## src/rtl/bdes_pkg.sv

```systemverilog
// Shared types, constants and helpers for the debounced button event scanner.
// Used by every module under rtl/; depends on nothing else.
package bdes_pkg;

	// Port and field widths fixed by the interface
	localparam int unsigned PORT_W       = 8;
	localparam int unsigned IDX_W        = 3;
	localparam int unsigned TICK_W       = 9;
	localparam int unsigned NUM_BUTTONS_DEF = 8;

	// Event code parts
	localparam logic [7:0] CODE_BASE    = 8'h20;
	localparam logic [7:0] CODE_RELEASE = 8'h80;

	// Scan queue between front and back
	localparam int unsigned QUEUE_DEPTH = 4;
	localparam int unsigned QUEUE_AW    = $clog2(QUEUE_DEPTH);

	// Input kinds
	localparam logic CMD_EDGE = 1'b0;
	localparam logic CMD_TICK = 1'b1;

	// One scan that found at least one changed button
	typedef struct packed {
		logic [PORT_W-1:0] now;   // new held status
		logic [PORT_W-1:0] diff;  // changed buttons
	} scan_t;

	// Index of the lowest set bit (0 when none)
	function automatic logic [IDX_W-1:0] lowest_index(input logic [PORT_W-1:0] v);
		logic [IDX_W-1:0] idx;
		idx = '0;
		for (int i = PORT_W - 1; i >= 0; i--) begin
			if (v[i]) idx = IDX_W'(i);
		end
		return idx;
	endfunction

endpackage

```

## src/rtl/bdes_front.sv

```systemverilog
// Front part: accepts edge and tick items, runs the debounce timer and status
// compare, and pushes each scan with changes into the queue. Uses bdes_pkg.
module bdes_front #(
	parameter int unsigned NUM_BUTTONS = bdes_pkg::NUM_BUTTONS_DEF
) (
	input  logic                         clk,
	input  logic                         arst_n,
	input  logic                         cfg_we,
	input  logic [7:0]                   cfg_wdata,
	input  logic                         accept,
	input  logic                         cmd,
	input  logic [bdes_pkg::PORT_W-1:0]  port_sample,
	output logic                         push,
	output bdes_pkg::scan_t              push_data
);
	import bdes_pkg::*;

	localparam logic [PORT_W-1:0] BTN_MASK = PORT_W'((9'd1 << NUM_BUTTONS) - 9'd1);

	logic [7:0]        period_q;
	logic [PORT_W-1:0] held_q;
	logic              mark_q;
	logic              armed_q;
	logic [TICK_W-1:0] ticks_q;

	logic [TICK_W-1:0] eff_period;
	logic [TICK_W-1:0] ticks_dec;
	logic [PORT_W-1:0] now;
	logic [PORT_W-1:0] diff;
	logic              do_scan;

	assign eff_period = (period_q == 8'd0) ? TICK_W'(1) : TICK_W'(period_q);
	assign ticks_dec  = (ticks_q != '0) ? ticks_q - TICK_W'(1) : '0;
	assign now        = port_sample & BTN_MASK;
	assign diff       = (held_q ^ now) & BTN_MASK;

	// Decide whether this item scans the port
	always_comb begin
		do_scan = 1'b0;
		if (accept) begin
			if (cmd == CMD_EDGE) do_scan = !armed_q;
			else do_scan = armed_q && (ticks_dec == '0) && !mark_q;
		end
	end

	assign push           = do_scan && (diff != '0);
	assign push_data.now  = now;
	assign push_data.diff = diff;

	// Period register
	always_ff @(posedge clk or negedge arst_n) begin
		if (!arst_n) period_q <= 8'd1;
		else if (cfg_we) period_q <= cfg_wdata;
	end

	// Debounce timer and held status
	always_ff @(posedge clk or negedge arst_n) begin
		if (!arst_n) begin
			held_q  <= '0;
			mark_q  <= 1'b0;
			armed_q <= 1'b0;
			ticks_q <= '0;
		end else if (accept) begin
			if (do_scan) held_q <= now;
			if (cmd == CMD_EDGE) begin
				mark_q <= 1'b1;
				if (!armed_q) begin
					armed_q <= 1'b1;
					ticks_q <= eff_period + TICK_W'(1);
				end
			end else if (armed_q) begin
				if (ticks_dec != '0) begin
					ticks_q <= ticks_dec;
				end else if (mark_q) begin
					mark_q  <= 1'b0;
					ticks_q <= eff_period;
				end else if (now == '0) begin
					armed_q <= 1'b0;
					ticks_q <= '0;
				end else begin
					ticks_q <= eff_period;
				end
			end
		end
	end

endmodule

```

## src/rtl/bdes_queue.sv

```systemverilog
// Short FIFO of scan records between the front and back parts.
// Uses bdes_pkg for the record type and depth.
module bdes_queue (
	input  logic             clk,
	input  logic             arst_n,
	input  logic             push,
	input  bdes_pkg::scan_t  wdata,
	input  logic             pop,
	output bdes_pkg::scan_t  rdata,
	output logic             full,
	output logic             empty
);
	import bdes_pkg::*;

	scan_t             mem_q [QUEUE_DEPTH];
	logic [QUEUE_AW-1:0] wr_ptr_q;
	logic [QUEUE_AW-1:0] rd_ptr_q;
	logic [QUEUE_AW:0]   count_q;

	assign full  = (count_q == (QUEUE_AW+1)'(QUEUE_DEPTH));
	assign empty = (count_q == '0);
	assign rdata = mem_q[rd_ptr_q];

	// Storage
	always_ff @(posedge clk) begin
		if (push && !full) mem_q[wr_ptr_q] <= wdata;
	end

	// Pointers and fill count
	always_ff @(posedge clk or negedge arst_n) begin
		if (!arst_n) begin
			wr_ptr_q <= '0;
			rd_ptr_q <= '0;
			count_q  <= '0;
		end else begin
			if (push && !full) wr_ptr_q <= wr_ptr_q + QUEUE_AW'(1);
			if (pop && !empty) rd_ptr_q <= rd_ptr_q + QUEUE_AW'(1);
			case ({push && !full, pop && !empty})
				2'b10:   count_q <= count_q + (QUEUE_AW+1)'(1);
				2'b01:   count_q <= count_q - (QUEUE_AW+1)'(1);
				default: count_q <= count_q;
			endcase
		end
	end

endmodule

```

## src/rtl/bdes_back.sv

```systemverilog
// Back part: walks the changed buttons of one scan, lowest index first, and
// emits one event per unstalled cycle to an output register. Uses bdes_pkg.
module bdes_back (
	input  logic                clk,
	input  logic                arst_n,
	input  bdes_pkg::scan_t     q_rdata,
	input  logic                q_empty,
	output logic                q_pop,
	output logic                m_tvalid,
	input  logic                m_tready,
	output logic [15:0]         m_tdata,  // [2:0] button_index, [3] released,
	                                      // [11:4] event_code, [15:12] zero
	output logic                m_tlast
);
	import bdes_pkg::*;

	logic              busy_q;
	logic [PORT_W-1:0] rem_q;
	logic [PORT_W-1:0] now_q;
	logic              out_valid_q;
	logic [IDX_W-1:0]  out_idx_q;
	logic              out_rel_q;
	logic [7:0]        out_code_q;
	logic              out_last_q;

	logic              advance;
	logic [IDX_W-1:0]  idx;
	logic [PORT_W-1:0] rem_next;
	logic              rel;

	assign advance  = !out_valid_q || m_tready;
	assign idx      = lowest_index(rem_q);
	assign rem_next = rem_q & ~(PORT_W'(1) << idx);
	assign rel      = !now_q[idx];
	assign q_pop    = !busy_q && !q_empty;

	// Load a scan record, then step through its changed bits
	always_ff @(posedge clk or negedge arst_n) begin
		if (!arst_n) begin
			busy_q <= 1'b0;
		end else if (!busy_q) begin
			busy_q <= !q_empty;
		end else if (advance) begin
			busy_q <= (rem_next != '0);
		end
	end

	always_ff @(posedge clk) begin
		if (!busy_q) begin
			rem_q <= q_rdata.diff;
			now_q <= q_rdata.now;
		end else if (advance) begin
			rem_q <= rem_next;
		end
	end

	// Output register
	always_ff @(posedge clk or negedge arst_n) begin
		if (!arst_n) out_valid_q <= 1'b0;
		else if (advance) out_valid_q <= busy_q;
	end

	always_ff @(posedge clk) begin
		if (advance && busy_q) begin
			out_idx_q  <= idx;
			out_rel_q  <= rel;
			out_code_q <= (rel ? CODE_RELEASE : 8'h00) | (CODE_BASE + 8'(idx));
			out_last_q <= (rem_next == '0);
		end
	end

	assign m_tvalid = out_valid_q;
	assign m_tdata  = {4'b0, out_code_q, out_rel_q, out_idx_q};
	assign m_tlast  = out_last_q;

endmodule

```

## src/rtl/button_debounce_event_scanner_core.sv

```systemverilog
// Top level of the debounced button event scanner.
// Instantiates bdes_front, bdes_queue and bdes_back; uses bdes_pkg.
//
// Every input item (pin edge or timer tick) is taken by the front part, which
// updates the debounce timer and held status; a scan that finds changed
// buttons leaves a record in a four-entry queue. The back part first loads a
// record and then steps through its changed buttons one event at a time. The
// input stalls only when the queue is full; the output is registered and holds
// while m_tready is low. period_ticks must be written through cfg_we/cfg_wdata
// only while the block idles; the block itself does not enforce this.
module button_debounce_event_scanner_core #(
	parameter int unsigned NUM_BUTTONS = bdes_pkg::NUM_BUTTONS_DEF
) (
	input  logic        clk,
	input  logic        arst_n,
	input  logic        cfg_we,
	input  logic [7:0]  cfg_wdata,   // period_ticks
	input  logic        s_tvalid,
	output logic        s_tready,
	input  logic [7:0]  s_tdata,     // [7:0] port_sample
	input  logic        s_tuser,     // [0] cmd
	output logic        m_tvalid,
	input  logic        m_tready,
	output logic [15:0] m_tdata,     // [2:0] button_index, [3] released,
	                                 // [11:4] event_code, [15:12] zero
	output logic        m_tlast      // last
);
	import bdes_pkg::*;

	logic  accept;
	logic  q_push;
	scan_t q_wdata;
	logic  q_pop;
	scan_t q_rdata;
	logic  q_full;
	logic  q_empty;

	assign s_tready = !q_full;
	assign accept   = s_tvalid && s_tready;

	bdes_front #(.NUM_BUTTONS(NUM_BUTTONS)) u_front (
		.clk         (clk),
		.arst_n      (arst_n),
		.cfg_we      (cfg_we),
		.cfg_wdata   (cfg_wdata),
		.accept      (accept),
		.cmd         (s_tuser),
		.port_sample (s_tdata),
		.push        (q_push),
		.push_data   (q_wdata)
	);

	bdes_queue u_queue (
		.clk    (clk),
		.arst_n (arst_n),
		.push   (q_push),
		.wdata  (q_wdata),
		.pop    (q_pop),
		.rdata  (q_rdata),
		.full   (q_full),
		.empty  (q_empty)
	);

	bdes_back u_back (
		.clk      (clk),
		.arst_n   (arst_n),
		.q_rdata  (q_rdata),
		.q_empty  (q_empty),
		.q_pop    (q_pop),
		.m_tvalid (m_tvalid),
		.m_tready (m_tready),
		.m_tdata  (m_tdata),
		.m_tlast  (m_tlast)
	);

	// No scan record is dropped at a full queue
	a_no_overflow: assert property (@(posedge clk) disable iff (!arst_n)
		q_push |-> !q_full)
		else $error("scan pushed into full queue");

	// Back part pops only real records
	a_no_underflow: assert property (@(posedge clk) disable iff (!arst_n)
		q_pop |-> !q_empty)
		else $error("pop from empty queue");

	// Only scans with changes are queued
	a_push_has_change: assert property (@(posedge clk) disable iff (!arst_n)
		q_push |-> (q_wdata.diff != '0))
		else $error("queued scan without changes");

endmodule
```

## config.mk

```make
export PLATFORM = sky130hd
export DESIGN_NAME = button_debounce_event_scanner_core
export DESIGN_NICKNAME = d
export VERILOG_FILES = /design/src/rtl/bdes_pkg.sv /design/src/rtl/bdes_front.sv /design/src/rtl/bdes_queue.sv /design/src/rtl/bdes_back.sv /design/src/rtl/button_debounce_event_scanner_core.sv
export SDC_FILE = /design/constraint.sdc
export NUM_CORES = 1
export LEC_CHECK = 0
export ABC_AREA = 1
export CORE_ASPECT_RATIO = 1.1
export CORE_MARGIN = 4
export CORE_UTILIZATION = 40
export CTS_BUF_LIST = sky130_fd_sc_hd__clkbuf_8
export DETAILED_ROUTE_END_ITERATION = 10
export DONT_BUFFER_PORTS = 1
export PLACE_DENSITY = 0.62
export SLEW_MARGIN = 20
export SYNTH_ARGS = -nofsm -noshare
export SYNTH_HDL_FRONTEND = slang
export SYNTH_SLANG_ARGS = --single-unit
```

## constraint.sdc

```tcl
create_clock -name clk -period 3.05 [get_ports clk]
set_input_delay 0.1525 -clock clk [delete_from_list [all_inputs] [get_ports clk]]
set_output_delay 0.1525 -clock clk [all_outputs]
set_load 0.05 [all_outputs]
```

After elaboration in Yosys (flattened, before gate mapping)
Memory sizes are Yosys's and may differ from the RTL's.
Cells that the tools add are included.
Operators by class
  add/sub/neg operators: 7
  magnitude comparators: 1
  eq/ne operators: 7
  shift-type cells: 1
  multiplexer cells: 36
  bitwise operators: 4
  reduce and logical (&&, ||, !) cells: 29
Operators by type and width (number)
  two-way mux 9 bit: 7
  two-way mux 8 bit: 4
  zero test 8 bit: 3
  two-way mux 3 bit: 8
  nonzero test 9 bit: 2
  nonzero test 8 bit: 2
  two-way mux 1 bit: 15
  adder 9 x 1 -> 9 bit, second input constant: 1
  zero test 9 bit: 1
  subtractor 9 x 1 -> 9 bit, second input constant: 1
  AND 8 bit: 1
  logical AND 1 bit: 8
  inverter 8 bit: 1
  OR 8 bit: 1
  left shift 1 x 3 -> 8 bit, first input constant: 1
  XOR 8 bit: 1
  adder 6 x 3 -> 7 bit, first input constant: 1
  zero test 1 bit: 7
  != test 2 bit, second input constant: 3
  case mux 3 bit (2 select lines): 1
  AND reduction 3 bit: 2
  adder 2 x 1 -> 2 bit, second input constant: 2
  less-than comparator 3 x 4 -> 1 bit, second input constant: 1
  adder 3 x 1 -> 3 bit, second input constant: 1
  10 further kinds: 10
Word-level totals
  flip-flop bits (word level): 65
  memory bits (writable): 64
  output and inout bits: 19
  word-level logic and storage cells: 102
  memories kept: 1
Memory list
  u_queue.mem_q: depth 4, bits a word 16, read ports 1, clocked after Yosys merged registers in 0, wr ports 1, RTL line bdes_queue.sv:15  | scan_t mem_q [QUEUE_DEPTH];

Logic depth before layout (Yosys ltp)
  depth in word-level cells: 14
  mapped depth: 17

Modules after synthesis
From an unflattened synthesis, not the netlist that was laid out.
Second synthesis, totals
  cells, all modules: 643
  area total of the unflattened synthesis: 6107.1 um^2
Modules (own cells, without submodules)
  bdes_queue: instances 1, cells each 248, area an instance 3022.9 um^2
  bdes_front: instances 1, cells each 256, area an instance 1821.7 um^2
  bdes_back: instances 1, cells each 136, area an instance 1248.7 um^2
  button_debounce_event_scanner_core: instances 1, cells each 3, area an instance 13.8 um^2

Least setup slack after synthesis
OpenSTA, ideal clock, no wires.
  path kind: reg-to-reg
  from: reg u_front.ticks_q[0]
  to: mem u_queue.mem_q[0][0] in the netlist's numbering, enable pin
  library setup time: 0.389 ns
  arrival time: 2.440 ns
  setup slack: 0.221 ns
  cell stages (with the launch flop): 13
  buffers on the path: 0
  cells stage by stage: dfrtp_1 clkinv_1 ha_1 nand2_2 nor2_2 nand3_4 nand2_1 nand2_2 nor2_4 nand2_4 nand2_4 nand3_2 nor2_1
On the way
  word-level cells in the longest chain between the ends: 11
Ends and longest elaborated chain
  start: declaration: RTL line bdes_front.sv:24  | logic [TICK_W-1:0] ticks_q;
  start signal: assignment: RTL line bdes_front.sv:69  | ticks_q <= eff_period + TICK_W'(1);
  start signal: assignment: RTL line bdes_front.sv:73  | ticks_q <= ticks_dec;
  start signal: assignment: RTL line bdes_front.sv:76  | ticks_q <= eff_period;
  subtractor 9 x 1 -> 9 bit or nonzero test 9 bit (tied branches): RTL line bdes_front.sv:33  | assign ticks_dec = (ticks_q != '0) ? ticks_q - TICK_W'(1) : '0;
  two-way mux 9 bit (*): RTL line bdes_front.sv:33
  zero test 9 bit (*): RTL line bdes_front.sv:42  | else do_scan = armed_q && (ticks_dec == '0) && !mark_q;
  logical AND 1 bit (*) (2 in series): RTL line bdes_front.sv:42
  two-way mux 1 bit (*): RTL line bdes_front.sv:41  | if (cmd == CMD_EDGE) do_scan = !armed_q;
  two-way mux 1 bit (*): RTL line bdes_front.sv:40  | if (accept) begin
  logical AND 1 bit (*): RTL line bdes_front.sv:46  | assign push = do_scan && (diff != '0);
  logical AND 1 bit (*): RTL line bdes_queue.sv:26  | if (push && !full) mem_q[wr_ptr_q] <= wdata;
  two-way mux 1 bit (*): RTL line bdes_queue.sv:26
  two-way mux 1 bit (implied by the code) (*): RTL line bdes_queue.sv:26
  end: declaration: RTL line bdes_queue.sv:15
Every way passes the cells marked *; elsewhere a longest branch is shown, timed or not.

Final worst setup path
  from: reg u_front.ticks_q[1]
  to: reg u_queue.count_q[1]
On the way
  word-level cells in the longest chain between the ends: 11
Ends and longest elaborated chain
  subtractor 9 x 1 -> 9 bit or nonzero test 9 bit (tied branches): RTL line bdes_front.sv:33
  two-way mux 9 bit (*): RTL line bdes_front.sv:33
  zero test 9 bit (*): RTL line bdes_front.sv:42
  logical AND 1 bit (*) (2 in series): RTL line bdes_front.sv:42
  two-way mux 1 bit (*): RTL line bdes_front.sv:41
  two-way mux 1 bit (*): RTL line bdes_front.sv:40
  logical AND 1 bit (*): RTL line bdes_front.sv:46
  logical AND 1 bit (*): RTL line bdes_queue.sv:38  | case ({push && !full, pop && !empty})
  == test 2 x 1 -> 1 bit or == test 2 bit (tied branches): RTL line bdes_queue.sv:38
  case mux 3 bit (2 select lines) or nonzero test 2 bit (tied branches)
  end signal: assignment: RTL line bdes_queue.sv:39  | 2'b10: count_q <= count_q + (QUEUE_AW+1)'(1);
  end signal: assignment: RTL line bdes_queue.sv:40  | 2'b01: count_q <= count_q - (QUEUE_AW+1)'(1);
  end signal: assignment: RTL line bdes_queue.sv:41  | default: count_q <= count_q;
  end: declaration: RTL line bdes_queue.sv:18  | logic [QUEUE_AW:0] count_q;
Marked as above.
A chain may end at the register's enable or synchronous reset.

==> run metrics <==
status finished clean; min Tclk post-route about 2800 ps; Routed Antenna Nets 0; initial antenna violation count 0; CTS tree built; top-area cell type share of the netlist area between 40% and 50%; Slew Limit Fails 0; crit path kind register to register; Synth Cell Area approximately 5800 µm²; Vias/cell 5.04; unrepaired setup endpoints after global routing false; placed insts approximately 760; Fillers ~1300; GRT Util Overall 15.3%; CTS root buf clkbuf_8; share of cells above drive strength 1 between 10% and 20%; Synth Flop Type edfxtp_1; Synth area leader edfxtp_1; Post-DP Area slightly below 6000 µm²; die width between 100 and 150 µm; sequential share of the synthesized area about 60%; H-tree depth 4; P_int about 3.6 mW; first-pass GRT wire length ~19000 µm; Diodes inserted 0; worst hold slack 46.5 ps; Final Cycle Share around 91%; Worst VDD drop 405 µV; Pwr per Cell Area 878 nW/µm²; Slew @ Worst Pin around 900 ps; crit path launch type register; post-DR wirelength/cell ~15 µm; register share of total power between 40 and 50%; synth cell count leaders 109 x nand2_1, 85 x edfxtp_1, 68 x nor2_1, 64 x inv_1, 64 x o21ai_0; CTS clk-pin slew, worst paths roughly 70 ps; Crit Path Max Fanout 10; Area contributors post-synth edfxtp_1 44%, dfrtp_1 15%, nand2_1 7.1%; wire length on met1 approximately 5400 µm; WL met2 ~5900 µm; gr ovfl total 0; met3 WL ~550 µm; Top Layer Used met4; GPL Wtd Cong 0.855; Final #Nets between 600 and 700; I/O Buffers 0; Clock Skew ~8.9 ps; # rows 45; critical path required time approximately 3400 ps; WL final between 10000 and 15000 µm; starting density of the core 41.2%; dpl hpwl approximately 8000 µm; post-synthesis cell count about 590; fin util a little under half; post-layout instance area around 6600 µm²; Layout Cells excl Fill 820; Ports just over 40; DRC viols 0; most frequent cell after synthesis nand2_1; TritonCTS buffer count 17; final setup fails 0; clock sinks approximately 120; Die Height roughly 130 µm; Area Growth Syn to Fin 14.8%; EDFF count, synth 85; combinational power share approximately 31%; clk buf depth 2; vias in the first global route approximately 4000; Crit. End Element register; total core area around 14000 µm²; setup TNS 0 ps; register area between 3000 and 4000 µm²; starting DRC count in detailed routing 335; fmax around 360 MHz; FFs w/ async S/R, synth around 30%; switching share of power around two fifths; final hold vios 0; DR vias slightly above 4000; largest net degree at the start of global routing 37; YS warnings 0; Hold WC Path Type input pin to register; worst skew pair latency ~440 ps; die area around 16000 µm²; Mean Syn Cell Area between 9 and 10 µm²; P_leak between 2 and 3 nW; power share of the clock group 24.5%; worst rel slew slack between 30% and 40%; multi-input logic area ~1900 µm²; NetSw approximately 2.2 mW; max-cap viol count 0; FF+latch count, synth approximately 120; first drt pass iteration count 5; Distinct cells, synth 39; worst endpoint data arrival time 3120 ps
[stage by stage]
stage | total power, mW | setup WS, ps
after global placement | 4.27 | 329
after global routing | 6.20 | 18.6
after CTS | 5.80 | 145
after floorplan | 3.92 | 221
final | 5.81 | 277
after detailed placement | 4.33 | 134
[flip-flops by register name (all words and copies together), names as in the netlist, 2 cells and up]
name / count
u_back.out_idx_q: 2
u_back.rem_q: 8
u_queue.rd_ptr_q: 2
u_queue.wr_ptr_q: 2
u_front.ticks_q: 9
u_queue.count_q: 3
u_front.period_q: 8
u_back.now_q: 8
u_front.held_q: 8
u_back.out_code_q: 2
u_queue.mem_q: 64
[placed cells by master (no fill, tap or decap), drive strengths merged, types with 8 or more instances in the layout]
cell / instances
a21oi: 9
buf: 15
clkbuf: 17
conb: 8
dfrtp: 35
dlygate4sd3: 21
edfxtp: 85
inv: 68
nand2: 116
nand3: 35
nor2: 74
o21ai: 70
o22ai: 16
xor2: 10
[per-layer routing]
layer,up-vias,global-route usage (%)
li1,2023,-
met1,1972,19.6
met2,116,24.6
met3,19,4.85
met4,0,5.16
met5,-,0
[worst paths after layout]
path,from,end,slack (ps),cells after the start
min in group asynchronous,arst_n,u_queue.rd_ptr_q[0]$_DFFE_PN0P_,170,2
max,u_front.ticks_q[1]$_DFFE_PN0P_,u_queue.count_q[1]$_DFFE_PN0P_,280,15
min,s_tdata[6],u_queue.mem_q[0][6]$_DFFE_PP_,50,1
max in group asynchronous,arst_n,u_front.period_q[0]$_DFFE_PN1P_,2620,2
max reg2reg,u_front.ticks_q[1]$_DFFE_PN0P_,u_queue.count_q[1]$_DFFE_PN0P_,280,15
min reg2reg,u_queue.count_q[0]$_DFFE_PN0P_,u_queue.count_q[0]$_DFFE_PN0P_,480,1
[what timing repair did]
action / 4_1_cts / 5_1_grt
hold endpoints to repair: 108 / 4
hold buffers: 21 / 1
endpoints found under the setup margin: 0 / 2
resized for setup: 0 / 3
setup buffers: 0 / 5
[critical path, cell delays in order (launching register included)]
cell     delay [ps]
dfrtp_1         390
inv_1           110
ha_4            170
nand2_2          60
nor2_2          130
nand3_4         140
nand3_1         120
nand2_1         100
nor2_4          200
nand2_4         110
nand2_4         120
nand3_4         120
ha_1            220
inv_1            90
fa_1            410
o21ai_0         190
[cell type report]
cell class	instances	share of cell area, %
Sequential cell	121	52.3
Multi-Input combinational cell	376	29.3
Timing Repair Buffer	36	5.07
Inverter	67	3.81
Tap cell	188	3.56
Clock buffer	17	3.54
Clock inverter	15	2.44
[power groups by stage]
stage | sequential, mW | clock (mW) | combinational [mW]
after global placement | 2.59 | 0 | 1.68
final | 2.57 | 1.42 | 1.81
after floorplan | 2.45 | 0 | 1.47
after global routing | 2.61 | 1.52 | 2.07
after CTS | 2.57 | 1.45 | 1.78
after detailed placement | 2.60 | 0 | 1.73
[cells by family after synthesis]
| kind of cell | share of synthesized area, % |
|---|---|
| buf+inv | 7.11 |
| compound gates | 11.0 |
| flops | 60.0 |
| xor+xnor | 1.98 |
| simple gates | 17.9 |
| other cells | 0.130 |
| fa+ha+maj | 1.87 |
(Power assumes the default switching activity.)
